`config.mk`:
```
export PLATFORM = sky130hd
export DESIGN_NAME = heartbeat_membership_table
export DESIGN_NICKNAME = d
export VERILOG_FILES = /design/src/hw/rtl/hmt_pkg.sv /design/src/hw/rtl/hmt_ctrl.sv /design/src/hw/rtl/hmt_dp.sv /design/src/hw/rtl/heartbeat_membership_table.sv
export SDC_FILE = /design/constraint.sdc
export NUM_CORES = 2
export LEC_CHECK = 0
export BUFFER_PORTS_ARGS = -buffer_cell sky130_fd_sc_hd__clkbuf_2
export CORE_MARGIN = 2
export CORE_UTILIZATION = 50
export CTS_CLUSTER_SIZE = 20
export DETAILED_ROUTE_END_ITERATION = 10
export PLACE_DENSITY = 0.72
export RECOVER_POWER = 25
export SLEW_MARGIN = 5
export SYNTH_ARGS = -nofsm -noshare
export SYNTH_HDL_FRONTEND = slang
export SYNTH_SLANG_ARGS = --single-unit
```
`constraint.sdc`:
```
create_clock -name i_clk -period 17.75 [get_ports i_clk]
set_input_delay 4.4375 -clock i_clk [delete_from_list [all_inputs] [get_ports i_clk]]
set_output_delay 4.4375 -clock i_clk [all_outputs]
set_load 0.02 [all_outputs]
```
`src/hw/rtl/hmt_pkg.sv`:
```
// ----------------------------------------------------------------------------
// hmt_pkg
// Types and codes shared by the membership table controller and datapath.
// ----------------------------------------------------------------------------
package hmt_pkg;

    localparam int ID_W   = 31;
    localparam int PORT_W = 16;
    localparam int HB_W   = 31;
    localparam int TIME_W = 32;
    localparam int TO_W   = 16;
    localparam int CFG_IDX_W = 3;
    localparam int CFG_DAT_W = 31;

    // input kinds
    localparam logic [1:0] KIND_TICK  = 2'd0;
    localparam logic [1:0] KIND_JOIN  = 2'd1;
    localparam logic [1:0] KIND_REPLY = 2'd2;
    localparam logic [1:0] KIND_GOSS  = 2'd3;

    // result events
    localparam logic [1:0] EV_LIST   = 2'd0;
    localparam logic [1:0] EV_ADD    = 2'd1;
    localparam logic [1:0] EV_REMOVE = 2'd2;
    localparam logic [1:0] EV_DROP   = 2'd3;

    // configuration register indexes
    localparam logic [CFG_IDX_W-1:0] CFG_FAIL_TO   = 3'd0;
    localparam logic [CFG_IDX_W-1:0] CFG_REMOVE_TO = 3'd1;
    localparam logic [CFG_IDX_W-1:0] CFG_OWN_ID    = 3'd2;
    localparam logic [CFG_IDX_W-1:0] CFG_OWN_PORT  = 3'd3;
    localparam logic [CFG_IDX_W-1:0] CFG_START_IN  = 3'd4;

    typedef struct packed {
        logic [ID_W-1:0]   id;
        logic [PORT_W-1:0] port;
        logic [HB_W-1:0]   hb;
        logic [TIME_W-1:0] stamp;
    } t_entry;

    typedef struct packed {
        logic [1:0]        ev;
        logic [ID_W-1:0]   id;
        logic [PORT_W-1:0] port;
        logic [HB_W-1:0]   hb;
        logic              failed;
        logic              is_self;
        logic              reply;
        logic              last;
    } t_result;

    typedef enum logic [2:0] {
        OP_NONE   = 3'd0,
        OP_LOOKUP = 3'd1,
        OP_INSERT = 3'd2,
        OP_AGE    = 3'd3,
        OP_SELF   = 3'd4,
        OP_LIST   = 3'd5,
        OP_FLUSH  = 3'd6
    } t_op;

    typedef struct packed {
        logic latch;
        logic rd_en;
        t_op  op;
    } t_cmd;

    typedef struct packed {
        logic fire;
        logic hit;
        logic in_group;
        logic pend_valid;
    } t_sts;

endpackage

```
`src/hw/rtl/hmt_ctrl.sv`:
```
// ----------------------------------------------------------------------------
// hmt_ctrl
// Sequencer: walks the slots for lookup, ageing and list output.
// ----------------------------------------------------------------------------
module hmt_ctrl #(
    parameter int TABLE_DEPTH = 16,
    parameter int IDX_W = 4
) (
    input  logic               i_clk,
    input  logic               i_rst_n,
    input  logic               i_in_valid,
    output logic               o_in_stall,
    input  logic [1:0]         i_kind,
    input  hmt_pkg::t_sts      i_sts,
    output hmt_pkg::t_cmd      o_cmd,
    output logic [IDX_W-1:0]   o_idx
);
    import hmt_pkg::*;

    typedef enum logic [5:0] {
        S_IDLE  = 6'b000001,
        S_RD    = 6'b000010,
        S_EX    = 6'b000100,
        S_INS   = 6'b001000,
        S_SELF  = 6'b010000,
        S_FLUSH = 6'b100000
    } t_state;

    typedef enum logic [1:0] {
        P_LOOK = 2'd0,
        P_AGE  = 2'd1,
        P_LIST = 2'd2
    } t_phase;

    localparam logic [IDX_W-1:0] LAST_IDX = IDX_W'(TABLE_DEPTH - 1);

    t_state           r_state, n_state;
    t_phase           r_phase, n_phase;
    logic [IDX_W-1:0] r_idx, n_idx;
    logic [1:0]       r_kind, n_kind;
    logic             w_end;

    assign o_in_stall = (r_state != S_IDLE);
    assign o_idx      = r_idx;
    assign w_end      = (r_idx == LAST_IDX);

    always_comb begin
        n_state = r_state;
        n_phase = r_phase;
        n_idx   = r_idx;
        n_kind  = r_kind;
        o_cmd   = '{latch: 1'b0, rd_en: 1'b0, op: OP_NONE};
        unique case (r_state)
            S_IDLE: begin
                if (i_in_valid) begin
                    o_cmd.latch = 1'b1;
                    n_kind = i_kind;
                    n_idx  = '0;
                    if (i_kind == KIND_TICK) begin
                        n_phase = P_AGE;
                        n_state = i_sts.in_group ? S_RD : S_IDLE;
                    end else begin
                        n_phase = P_LOOK;
                        n_state = S_RD;
                    end
                end
            end
            S_RD: begin
                o_cmd.rd_en = 1'b1;
                n_state = S_EX;
            end
            S_EX: begin
                unique case (r_phase)
                    P_LOOK:  o_cmd.op = OP_LOOKUP;
                    P_AGE:   o_cmd.op = OP_AGE;
                    default: o_cmd.op = OP_LIST;
                endcase
                if (i_sts.fire) begin
                    n_idx = r_idx + 1'b1;
                    n_state = S_RD;
                    unique case (r_phase)
                        P_LOOK: begin
                            if (i_sts.hit) begin
                                n_state = (r_kind == KIND_JOIN) ? S_SELF : S_FLUSH;
                            end else if (w_end) begin
                                n_state = S_INS;
                            end
                        end
                        P_AGE: begin
                            if (w_end) n_state = S_SELF;
                        end
                        default: begin
                            if (w_end) n_state = S_FLUSH;
                        end
                    endcase
                end
            end
            S_INS: begin
                o_cmd.op = OP_INSERT;
                if (i_sts.fire) n_state = (r_kind == KIND_JOIN) ? S_SELF : S_FLUSH;
            end
            S_SELF: begin
                o_cmd.op = OP_SELF;
                if (i_sts.fire) begin
                    n_phase = P_LIST;
                    n_idx   = '0;
                    n_state = S_RD;
                end
            end
            S_FLUSH: begin
                o_cmd.op = OP_FLUSH;
                if (i_sts.fire) n_state = S_IDLE;
            end
            default: n_state = S_IDLE;
        endcase
    end

    always_ff @(posedge i_clk) begin
        if (!i_rst_n) begin
            r_state <= S_IDLE;
            r_phase <= P_LOOK;
            r_idx   <= '0;
            r_kind  <= KIND_TICK;
        end else begin
            r_state <= n_state;
            r_phase <= n_phase;
            r_idx   <= n_idx;
            r_kind  <= n_kind;
        end
    end

endmodule

```
`src/hw/rtl/hmt_dp.sv`:
```
// ----------------------------------------------------------------------------
// hmt_dp
// Slot memory, valid and failed marks, config registers and result staging.
// ----------------------------------------------------------------------------
module hmt_dp #(
    parameter int TABLE_DEPTH = 16,
    parameter int IDX_W = 4
) (
    input  logic                          i_clk,
    input  logic                          i_rst_n,
    input  hmt_pkg::t_cmd                 i_cmd,
    input  logic [IDX_W-1:0]              i_idx,
    output hmt_pkg::t_sts                 o_sts,
    input  logic [1:0]                    i_kind,
    input  logic [hmt_pkg::ID_W-1:0]      i_member_id,
    input  logic [hmt_pkg::PORT_W-1:0]    i_member_port,
    input  logic [hmt_pkg::HB_W-1:0]      i_member_heartbeat,
    input  logic [hmt_pkg::TIME_W-1:0]    i_current_time,
    input  logic                          i_cfg_we,
    input  logic [hmt_pkg::CFG_IDX_W-1:0] i_cfg_index,
    input  logic [hmt_pkg::CFG_DAT_W-1:0] i_cfg_data,
    input  logic                          i_out_stall,
    output logic                          o_out_valid,
    output hmt_pkg::t_result              o_out
);
    import hmt_pkg::*;

    t_entry              r_mem [TABLE_DEPTH];
    t_entry              r_rd;
    logic [TABLE_DEPTH-1:0] r_valid, n_valid, r_failed, n_failed;
    logic [IDX_W-1:0]    r_free, n_free;
    logic                r_free_ok, n_free_ok;
    logic [1:0]          r_kind;
    logic [ID_W-1:0]     r_id;
    logic [PORT_W-1:0]   r_port;
    logic [HB_W-1:0]     r_hb, r_own_hb, n_own_hb;
    logic [TIME_W-1:0]   r_now;
    logic [TO_W-1:0]     r_fail_to, r_rm_to;
    logic [ID_W-1:0]     r_own_id;
    logic [PORT_W-1:0]   r_own_port;
    logic                r_in_group, n_in_group;
    t_result             r_pend, n_pend, r_out, n_out, w_new;
    logic                r_pend_valid, n_pend_valid, r_out_valid, n_out_valid;
    logic                w_emit, w_emit_ok, w_fire, w_out_free, w_hit, w_match;
    logic                w_rm, w_mk, w_own;
    logic                w_wr;
    logic [IDX_W-1:0]    w_wr_addr;
    t_entry              w_wr_data;
    logic [TIME_W-1:0]   w_age;
    logic [TO_W:0]       w_limit;

    assign w_out_free = !r_out_valid || !i_out_stall;
    assign w_emit_ok  = !r_pend_valid || w_out_free;
    assign w_match    = (r_rd.id == r_id) && (r_rd.port == r_port);
    assign w_hit      = r_valid[i_idx] && w_match;
    assign w_age      = r_now - r_rd.stamp;
    assign w_limit    = {1'b0, r_fail_to} + {1'b0, r_rm_to};
    assign w_rm = r_valid[i_idx] && r_failed[i_idx]
                  && (w_age >= {{(TIME_W-TO_W-1){1'b0}}, w_limit});
    assign w_mk = r_valid[i_idx] && !r_failed[i_idx]
                  && (w_age >= {{(TIME_W-TO_W){1'b0}}, r_fail_to});
    assign w_own = (r_id == r_own_id) && (r_port == r_own_port);

    always_comb begin
        w_emit = 1'b0;
        w_new  = '{ev: EV_LIST, id: r_id, port: r_port, hb: r_hb, failed: 1'b0,
                   is_self: 1'b0, reply: (r_kind == KIND_JOIN), last: 1'b0};
        unique case (i_cmd.op)
            OP_INSERT: begin
                w_emit   = !w_own;
                w_new.ev = r_free_ok ? EV_ADD : EV_DROP;
                w_new.reply = 1'b0;
            end
            OP_AGE: begin
                w_emit = w_rm;
                w_new  = '{ev: EV_REMOVE, id: r_rd.id, port: r_rd.port, hb: r_rd.hb,
                           failed: 1'b0, is_self: 1'b0, reply: 1'b0, last: 1'b0};
            end
            OP_SELF: begin
                w_emit = 1'b1;
                w_new.id = r_own_id;
                w_new.port = r_own_port;
                w_new.hb = r_own_hb;
                w_new.is_self = 1'b1;
            end
            OP_LIST: begin
                w_emit = r_valid[i_idx];
                w_new.id = r_rd.id;
                w_new.port = r_rd.port;
                w_new.hb = r_rd.hb;
                w_new.failed = r_failed[i_idx];
            end
            OP_FLUSH: w_emit = r_pend_valid;
            default: w_emit = 1'b0;
        endcase
    end

    assign w_fire = (i_cmd.op != OP_NONE) && (!w_emit || w_emit_ok);

    always_comb begin
        n_valid      = r_valid;
        n_failed     = r_failed;
        n_free       = r_free;
        n_free_ok    = r_free_ok;
        n_own_hb     = r_own_hb;
        n_in_group   = r_in_group;
        n_pend       = r_pend;
        n_pend_valid = r_pend_valid;
        n_out        = r_out;
        n_out_valid  = r_out_valid && i_out_stall;
        w_wr         = 1'b0;
        w_wr_addr    = i_idx;
        w_wr_data    = '{id: r_rd.id, port: r_rd.port, hb: r_hb, stamp: r_now};
        if (i_cmd.latch) begin
            n_free_ok = 1'b0;
            if (i_kind == KIND_REPLY) n_in_group = 1'b1;
            if (i_kind == KIND_TICK && r_in_group) n_own_hb = r_own_hb + 1'b1;
        end
        if (w_fire) begin
            unique case (i_cmd.op)
                OP_LOOKUP: begin
                    if (w_hit) begin
                        if (r_rd.hb < r_hb) begin
                            w_wr = 1'b1;
                            n_failed[i_idx] = 1'b0;
                        end
                    end else if (!r_valid[i_idx] && !r_free_ok) begin
                        n_free    = i_idx;
                        n_free_ok = 1'b1;
                    end
                end
                OP_INSERT: begin
                    if (!w_own && r_free_ok) begin
                        w_wr      = 1'b1;
                        w_wr_addr = r_free;
                        w_wr_data = '{id: r_id, port: r_port, hb: r_hb, stamp: r_now};
                        n_valid[r_free]  = 1'b1;
                        n_failed[r_free] = 1'b0;
                    end
                end
                OP_AGE: begin
                    if (w_rm) begin
                        n_valid[i_idx]  = 1'b0;
                        n_failed[i_idx] = 1'b0;
                    end else if (w_mk) begin
                        n_failed[i_idx] = 1'b1;
                    end
                end
                default: ;
            endcase
            if (w_emit) begin
                if (r_pend_valid) begin
                    n_out       = r_pend;
                    n_out.last  = (i_cmd.op == OP_FLUSH);
                    n_out_valid = 1'b1;
                end
                n_pend       = w_new;
                n_pend_valid = (i_cmd.op != OP_FLUSH);
            end
        end
        if (i_cfg_we && i_cfg_index == CFG_START_IN) n_in_group = i_cfg_data[0];
    end

    always_ff @(posedge i_clk) begin
        if (w_wr) r_mem[w_wr_addr] <= w_wr_data;
        if (i_cmd.rd_en) r_rd <= r_mem[i_idx];
    end

    // payload registers
    always_ff @(posedge i_clk) begin
        r_free <= n_free;
        r_pend <= n_pend;
        r_out  <= n_out;
        if (i_cmd.latch) begin
            r_kind <= i_kind;
            r_id   <= i_member_id;
            r_port <= i_member_port;
            r_hb   <= i_member_heartbeat;
            r_now  <= i_current_time;
        end
    end

    always_ff @(posedge i_clk) begin
        if (!i_rst_n) begin
            r_valid      <= '0;
            r_failed     <= '0;
            r_free_ok    <= 1'b0;
            r_own_hb     <= '0;
            r_in_group   <= 1'b0;
            r_pend_valid <= 1'b0;
            r_out_valid  <= 1'b0;
            r_fail_to    <= 16'd5;
            r_rm_to      <= 16'd20;
            r_own_id     <= 31'd1;
            r_own_port   <= '0;
        end else begin
            r_valid      <= n_valid;
            r_failed     <= n_failed;
            r_free_ok    <= n_free_ok;
            r_own_hb     <= n_own_hb;
            r_in_group   <= n_in_group;
            r_pend_valid <= n_pend_valid;
            r_out_valid  <= n_out_valid;
            if (i_cfg_we) begin
                unique case (i_cfg_index)
                    CFG_FAIL_TO:   r_fail_to  <= i_cfg_data[TO_W-1:0];
                    CFG_REMOVE_TO: r_rm_to    <= i_cfg_data[TO_W-1:0];
                    CFG_OWN_ID:    r_own_id   <= i_cfg_data[ID_W-1:0];
                    CFG_OWN_PORT:  r_own_port <= i_cfg_data[PORT_W-1:0];
                    default: ;
                endcase
            end
        end
    end

    assign o_sts = '{fire: w_fire, hit: w_hit, in_group: r_in_group,
                     pend_valid: r_pend_valid};
    assign o_out_valid = r_out_valid;
    assign o_out       = r_out;

endmodule

```
`src/hw/rtl/heartbeat_membership_table.sv`:
```
// ----------------------------------------------------------------------------
// heartbeat_membership_table
// Membership table of a heartbeat failure detector with a slot sequencer.
// ----------------------------------------------------------------------------
// each slot is read in S_RD and handled in S_EX, one slot after another
// join/gossip: lookup scan, insert on a miss; gossip then flushes the staged word
// tick in the group: age scan; join and such a tick then give self, list, flush
// one item at a time; output stalls hold the sequencer once both result registers fill
// reset: slots invalid, own heartbeat zero, config registers at their defaults
module heartbeat_membership_table #(
    parameter int TABLE_DEPTH = 16
) (
    input  logic                          i_clk,
    input  logic                          i_rst_n,
    input  logic                          i_in_valid,
    output logic                          o_in_stall,
    input  logic [1:0]                    i_kind,
    input  logic [hmt_pkg::ID_W-1:0]      i_member_id,
    input  logic [hmt_pkg::PORT_W-1:0]    i_member_port,
    input  logic [hmt_pkg::HB_W-1:0]      i_member_heartbeat,
    input  logic [hmt_pkg::TIME_W-1:0]    i_current_time,
    output logic                          o_out_valid,
    input  logic                          i_out_stall,
    output logic [1:0]                    o_event_res,
    output logic [hmt_pkg::ID_W-1:0]      o_entry_id,
    output logic [hmt_pkg::PORT_W-1:0]    o_entry_port,
    output logic [hmt_pkg::HB_W-1:0]      o_entry_heartbeat,
    output logic                          o_entry_failed,
    output logic                          o_entry_is_self,
    output logic                          o_reply_to_joiner,
    output logic                          o_last,
    input  logic                          i_cfg_valid,
    output logic                          o_cfg_ready,
    input  logic [hmt_pkg::CFG_IDX_W-1:0] i_cfg_index,
    input  logic [hmt_pkg::CFG_DAT_W-1:0] i_cfg_data
);
    import hmt_pkg::*;

    localparam int IDX_W = $clog2(TABLE_DEPTH);

    t_cmd             w_cmd;
    t_sts             w_sts;
    t_result          w_out;
    logic [IDX_W-1:0] w_idx;

    assign o_cfg_ready = 1'b1;

    hmt_ctrl #(.TABLE_DEPTH(TABLE_DEPTH), .IDX_W(IDX_W)) u_ctrl (
        .i_clk      (i_clk),
        .i_rst_n    (i_rst_n),
        .i_in_valid (i_in_valid),
        .o_in_stall (o_in_stall),
        .i_kind     (i_kind),
        .i_sts      (w_sts),
        .o_cmd      (w_cmd),
        .o_idx      (w_idx)
    );

    hmt_dp #(.TABLE_DEPTH(TABLE_DEPTH), .IDX_W(IDX_W)) u_dp (
        .i_clk              (i_clk),
        .i_rst_n            (i_rst_n),
        .i_cmd              (w_cmd),
        .i_idx              (w_idx),
        .o_sts              (w_sts),
        .i_kind             (i_kind),
        .i_member_id        (i_member_id),
        .i_member_port      (i_member_port),
        .i_member_heartbeat (i_member_heartbeat),
        .i_current_time     (i_current_time),
        .i_cfg_we           (i_cfg_valid && o_cfg_ready),
        .i_cfg_index        (i_cfg_index),
        .i_cfg_data         (i_cfg_data),
        .i_out_stall        (i_out_stall),
        .o_out_valid        (o_out_valid),
        .o_out              (w_out)
    );

    assign o_event_res       = w_out.ev;
    assign o_entry_id        = w_out.id;
    assign o_entry_port      = w_out.port;
    assign o_entry_heartbeat = w_out.hb;
    assign o_entry_failed    = w_out.failed;
    assign o_entry_is_self   = w_out.is_self;
    assign o_reply_to_joiner = w_out.reply;
    assign o_last            = w_out.last;

    // busy straight after an accepted word, unless it was a tick outside the group
    a_busy_after_accept: assert property (@(posedge i_clk) disable iff (!i_rst_n)
        (i_in_valid && !o_in_stall && (i_kind != KIND_TICK || w_sts.in_group))
        |=> o_in_stall)
        else $error("input accepted while idle did not start work");

    // no staged result may be left behind once idle
    a_no_pending_idle: assert property (@(posedge i_clk) disable iff (!i_rst_n)
        !o_in_stall |-> !w_sts.pend_valid)
        else $error("staged result left when idle");

    // only list words carry the own-entry or failed marks
    a_self_is_list: assert property (@(posedge i_clk) disable iff (!i_rst_n)
        (o_out_valid && (o_entry_is_self || o_entry_failed)) |-> (o_event_res == EV_LIST))
        else $error("mark on a non-list word");

endmodule
```
## Word-level counts from Yosys, hierarchy flattened

Memory sizes are Yosys's and may differ from the RTL's. A register that Yosys moved wholly into a read port is not among the register bits.
Cells that the tools add are included.

| storage, ports and cells | value |
|---|---|
| memories kept | 1 |
| memory bits (writable) | 1760 |
| logic and storage cells | 219 |
| input port bits | 151 |
| flip-flop bits (word level) | 443 |

| cells by class | value |
|---|---|
| magnitude comparators | 7 |
| $add $sub $neg | 4 |
| muxes and demuxes | 73 |
| eq/ne operators | 37 |
| reductions and logical operators | 53 |
| bitwise operators | 8 |

Memories:

| name | words | bits a word | rd ports | clocked after memory_dff | wr ports | line | text |
|---|---|---|---|---|---|---|---|
| u_dp.r_mem | 16 | 110 | 1 | 1 | 1 | hmt_dp.sv:28 | `t_entry r_mem [TABLE_DEPTH];` |

Operators with widths:

| cell | count |
|---|---|
| 110-bit two-way mux | 3 |
| 78-bit one-hot mux with 2 select lines | 1 |
| 16-bit two-way mux | 7 |
| 31-bit == test | 2 |
| 6-bit two-way mux | 9 |
| 16-bit bitwise AND | 3 |
| 16-bit one-hot mux with 3 select lines | 1 |
| 6-bit one-hot mux with 6 select lines | 1 |
| 16-bit == test | 2 |
| 32-bit by 16-bit >= comparator with 1-bit output | 1 |
| 32-bit by 17-bit >= comparator with 1-bit output | 1 |
| 16-bit inverter | 2 |
| 16-bit OR | 2 |
| 16-bit one-hot mux with 2 select lines | 1 |
| 32-bit subtractor | 1 |
| 31-bit by 1-bit adder with 31-bit output, second input constant | 1 |
| 31-bit less-than comparator | 1 |
| 4-bit two-way mux | 7 |
| 1-bit two-way mux | 26 |
| 16-bit by 16-bit adder with 17-bit output | 1 |
| 2-bit by 1-bit != test with 1-bit output, second input constant | 8 |
| 2-bit AND reduction | 8 |
| 1-bit logical AND | 15 |
| 3-bit by 2-bit == test with 1-bit output, second input constant | 4 |
| 41 further kinds | 74 |

## Logic depth before layout (Yosys ltp)

| depth | value |
|---|---|
| depth in word-level cells | 11 |
| gate-level depth with buffers | 28 |
| gate-level depth less buffers | 25 |

## By module

A second synthesis with hierarchy kept.

| unflattened totals | value |
|---|---|
| cells, all modules | 4878 |
| area total of the unflattened synthesis | 92393.6 um2 |

Modules (own cells, without submodules):

| module | area each (um2) | times used | cells each |
|---|---|---|---|
| hmt_dp | 91427.7 | 1 | 4760 |
| hmt_ctrl | 954.7 | 1 | 116 |
| heartbeat_membership_table | 11.3 | 1 | 2 |

## Worst setup path after synthesis

No wires, ideal clock.

| timing path | value |
|---|---|
| kind | input port to flip-flop |
| start point | input port i_out_stall |
| end point | register u_dp.r_out (netlist bit u_dp.o_out[0]) (enable) |
| data required time | 17299 ps |
| arrival time | 13282 ps |
| stages on the path | 3 |
| path buffers | 0 |
| setup slack | 4017 ps |
| cells stage by stage | nand3_1 -> nor3b_1 -> and2_1 |

| on the way | value |
|---|---|
| word-level cells in the longest chain between the ends | 6 |

Ends and longest elaborated chain:

| element | line | text |
|---|---|---|
| from (decl) | heartbeat_membership_table.sv:23 | `input logic i_out_stall,` |
| 1-bit zero test | hmt_dp.sv:52 | `assign w_out_free = !r_out_valid \|\| !i_out_stall;` |
| 1-bit logical OR | hmt_dp.sv:52 |  |
| 1-bit logical OR | hmt_dp.sv:53 | `assign w_emit_ok = !r_pend_valid \|\| w_out_free;` |
| 1-bit logical OR | hmt_dp.sv:98 | `assign w_fire = (i_cmd.op != OP_NONE) && (!w_emit \|\| w_emit_ok);` |
| 1-bit logical AND | hmt_dp.sv:98 |  |
| 3-bit AND reduction (no line) | n/a |  |
| to (signal assigned) | hmt_dp.sv:173 | `r_out <= n_out;` |
| to (decl) | hmt_dp.sv:42 | `t_result r_pend, n_pend, r_out, n_out, w_new;` |

Every way passes these cells.
A chain may end at the register's enable or synchronous reset.

## Worst setup path after layout

| timing path | value |
|---|---|
| start point | register u_ctrl.r_idx[0] (netlist: u_ctrl.o_idx[0]) |
| end point | memory u_dp.r_mem[7][80] (netlist name) (enable) |

| on the way | value |
|---|---|
| word-level cells in the longest chain between the ends | 11 |
| elaborated cells between the ends (all ways) | 19 |
| classes of those cells | mux (13); reduce/logical (6) |

Ends and longest elaborated chain:

| element | line | text |
|---|---|---|
| from (decl) | hmt_ctrl.sv:39 | `logic [IDX_W-1:0] r_idx, n_idx;` |
| from (signal assigned) | hmt_ctrl.sv:127 | `r_idx <= n_idx;` |
| 1-bit binary-select mux with 4-bit select (on tied branches) | hmt_dp.sv:55, hmt_dp.sv:58, hmt_dp.sv:87 |  |
| 1-bit two-way mux (on tied branches) | hmt_dp.sv:55, hmt_dp.sv:58, hmt_dp.sv:87 |  |
| 1-bit logical AND | hmt_dp.sv:58 | `assign w_rm = r_valid[i_idx] && r_failed[i_idx]` |
| 1-bit logical AND | hmt_dp.sv:59 | `&& (w_age >= {{(TIME_W-TO_W-1){1'b0}}, w_limit});` |
| 1-bit one-hot mux with 5 select lines | hmt_dp.sv:68 | `unique case (i_cmd.op)` |
| 1-bit zero test | hmt_dp.sv:98 |  |
| 1-bit logical OR | hmt_dp.sv:98 |  |
| 1-bit logical AND | hmt_dp.sv:98 |  |
| 1-bit two-way mux | hmt_dp.sv:119 | `if (w_fire) begin` |
| 1-bit two-way mux | hmt_dp.sv:165 | `if (w_wr) r_mem[w_wr_addr] <= w_wr_data;` |
| 1-bit two-way mux (not written as such) | hmt_dp.sv:165 |  |
| to (decl) | hmt_dp.sv:28 |  |

Parallel ways exist; a longest one is shown, timed or not. The select of a mux whose other input is x is not followed.

==> impl_metrics.env <==
export IMPL_place_gp_congestion=0.923
export IMPL_pre_cts_ws_ps=8440
export IMPL_p_per_area_nw_per_um2=116
export IMPL_yosys_warnings=0
export IMPL_cts_max_level=4
export IMPL_ant_nets=0
export IMPL_nets=5453
export IMPL_start_util_pct=50.1
export IMPL_place_inst=7449
export IMPL_hold_buffers=0
export IMPL_die_area_um2=189000
export IMPL_synthFlopType="edfxtp_1"
export IMPL_synth_async_reset_ratio_pct=0
export IMPL_hold_path_class="register to register"
export IMPL_grt_pass1_vias=48700
export IMPL_post_dp_hpwl_mm=140
export IMPL_slew_limit_headroom_pct=-159
export IMPL_clk_latency_ps=860
export IMPL_vdd_ir_drop_max_v=0.000112
export IMPL_synth_seq_cells=2313
export IMPL_p_leak_nw=32.8
export IMPL_grt_max_degree=116
export IMPL_post_cts_resized=0
export IMPL_drc=0
export IMPL_firstDrtPassIters=6
export IMPL_arrival_ps=9850
export IMPL_die_y_um=434
export IMPL_gr_total_overflow=0
export IMPL_fin_cells=7854
export IMPL_final_setup_viol_count=0
export IMPL_power_mw=12.1
export IMPL_ys_seq_area_share_pct=73.2
export IMPL_synth_edf_count=2153
export IMPL_start_kind="register"
export IMPL_core_region_area_um2=185000
export IMPL_antenna_found_initial=1
export IMPL_fin_crit_ps=9390
export IMPL_synthesis_area_um2=92700
export IMPL_post_cts_buffers=0
export IMPL_route_detailed_wl_per_inst_um=30.1
export IMPL_drive_gt1_share_pct=24.4
export IMPL_critPathMaxFanout=55
export IMPL_clockBufferDepth=3
export IMPL_rsz0062_at_grt="no"
export IMPL_ios=238
export IMPL_syn_num_nets=5169
export IMPL_final_setup_tns_ps=0
export IMPL_reg2reg_slack_ps=8360
export IMPL_crit_type="register to register"
export IMPL_period_share_pct=52.9
export IMPL_fp_dieW_um=434
export IMPL_tightest_slew_ps=3880
export IMPL_num_vias=48900
export IMPL_post_route_util_pct=56.2
export IMPL_vias_per_cell=6.22
export IMPL_maxCapViolations=5
export IMPL_max_freq_mhz=106
export IMPL_cts_buffers=214
export IMPL_cts_tree="yes"
export IMPL_grtUsageTotal_pct=25.1
export IMPL_num_fill_cells=13600
export IMPL_clkTransAtPathRegs_ps=70
export IMPL_finClkSkew_ps=65.6
export IMPL_netlist_instances=4901
export IMPL_cp_end_kind="register"
export IMPL_fin_ws_ps=8360
export IMPL_hold_viol_final=0
export IMPL_cts_sinks=2313
export IMPL_violations="capacitance limit, slew limit"
export IMPL_drtIter0Drc=6058
export IMPL_io_buffers=236
export IMPL_postSynthAreaPerCell_um2=18.9
export IMPL_maxSlewViolCount=240
export IMPL_required_ps=18210
export IMPL_rows=158
export IMPL_grt_pass1_wl_mm=341
export IMPL_status="finished, violations left"
export IMPL_cts_root_buf="clkbuf_16"
export IMPL_area_growth_pct=12.2
export IMPL_ys_types=81
export IMPL_drt_wl_total_mm=236
## metal layers
| metal | part of all wire, % | up-vias | track usage (%) |
|---|---|---|---|
| li1 | - | 20400 | - |
| met1 | 39 | 25500 | 34.2 |
| met2 | 48 | 2404 | 40.0 |
| met3 | 7.6 | 459 | 3.71 |
| met4 | 5.6 | 2 | 12.6 |
| met5 | 0.0042 | - | 0 |
## per-stage QoR
| step | instance area, um2 | hold slack, ps |
|---|---|---|
| final | 104000 | 400 |
| after global routing | 104000 | 393 |
| after CTS | 104000 | 394 |
| after detailed placement | 96900 | 405 |
| after floorplan | 92700 | 400 |
| after global placement | 96900 | 402 |
## worst paths after layout
| check | depth (start not counted) | startpoint | endpoint |
|---|---|---|---|
| worst max-delay path | 10 | u_ctrl.o_idx[0] | u_dp.r_mem[7][80] |
| worst min-delay path | 0 | u_dp.r_pend[68] | u_dp.o_out[68] |
| worst max register to register | 10 | u_ctrl.o_idx[0] | u_dp.r_mem[7][80] |
| worst min register to register | 0 | u_dp.r_pend[68] | u_dp.o_out[68] |
## Yosys cell counts, drive strengths merged (4+ instances only)
cell        n  area share (%)
inv       112            0.45
nor3       62            0.41
and4        5           0.047
a21boi     19            0.15
nand4      46            0.32
mux2i       4           0.043
and2       13           0.088
o21a        5           0.041
xnor2     113             1.1
a31o        4           0.038
nor3b       5           0.046
o22ai       6           0.041
nor2      127            0.51
nand3      75            0.41
xor2       38            0.36
o211ai     10           0.081
a21o       35            0.28
a211o       7           0.066
nand2     372             1.5
a22oi      48            0.39
a211oi     14            0.12
or3         9           0.061
or2         7           0.047
o21ai      71            0.39
o31ai      19            0.15
dfxtp     160             3.5
mux4      560              14
a31oi      28            0.19
a221o      30            0.32
clkbuf    187            0.76
buf        61            0.31
nand2b     16            0.11
o311ai     18            0.17
mux2       47            0.57
a2111oi    20            0.21
and3       34            0.23
edfxtp   2153              70
nor4       11           0.074
o2111ai     4           0.038
a21oi     176            0.97
nor2b      10           0.068
ha        115             1.6
## worst max-delay path, cell delays in order (launching register included)
cell and delay [ps]:
dfxtp_1 2410, mux4_2 570, mux4_2 510, nand4_1 940, a211oi_1 740, o211ai_1 450, nor2_1 420, nand3_1 440
o21ai_4 590, buf_4 770, buf_4 930
## logic make-up (layout without fill, tap and decap cells)
family	after synthesis	in the layout	synth area share, %
AOI/OAI and AO/OA	542	542	3.93
xor gates and xnor gates	151	151	1.43
adders and majority gates	117	117	1.60
buffers and inverters	361	831	1.53
DFF	2313	2313	73.2
muxes	611	611	14.2
other	1	4	0.00405
and+or+nand+nor	805	805	4.06
## cell type report
class	instances	area, um2	share of cell area (%)
antenna	3	7.51	0.00722
clock buffer	269	5780	5.56
clock inverter	133	1230	1.18
inverter	113	433	0.417
multi-input combinational	2227	23600	22.7
sequential	2313	67900	65.3
tap	2480	3100	2.99
timing repair buffer	316	1890	1.82
## report_power, final
group / switching [mW] / internal, mW / leakage [nW] / total [mW]
registers: 0.312 / 6.27 / 20.7 / 6.59
logic: 0.629 / 0.329 / 8.68 / 0.958
clock network: 2.01 / 2.56 / 3.42 / 4.56
## flip-flops by register name, summed over array words and instances, names as in the netlist, 31 cells and up
register / flops
u_dp.r_mem: 1760
u_dp.r_rd: 110
u_dp.o_out: 84
u_dp.r_pend: 83
u_dp.r_now: 32
u_dp.r_hb: 31
u_dp.r_id: 31
u_dp.r_own_hb: 31
u_dp.r_own_id: 31
## placed cells by master, fill, tap and decap left out, drive strengths merged, types with 19 or more instances in the layout
cell type	Yosys	layout
a221o	30	30
a21boi	19	19
ha	115	115
dfxtp	160	160
o21ai	71	71
buf	61	75
a31oi	28	28
inv	112	117
a21o	35	35
xor2	38	38
a22oi	48	48
nor3	62	62
nand3	75	75
nand2	372	372
xnor2	113	113
and3	34	34
clkinv	1	100
a2111oi	20	20
mux4	560	560
nor2	127	127
edfxtp	2153	2153
a21oi	176	176
o31ai	19	19
clkbuf	187	510
mux2	47	47
nand4	46	46
Note: power is estimated with default switching activity, not from simulation.
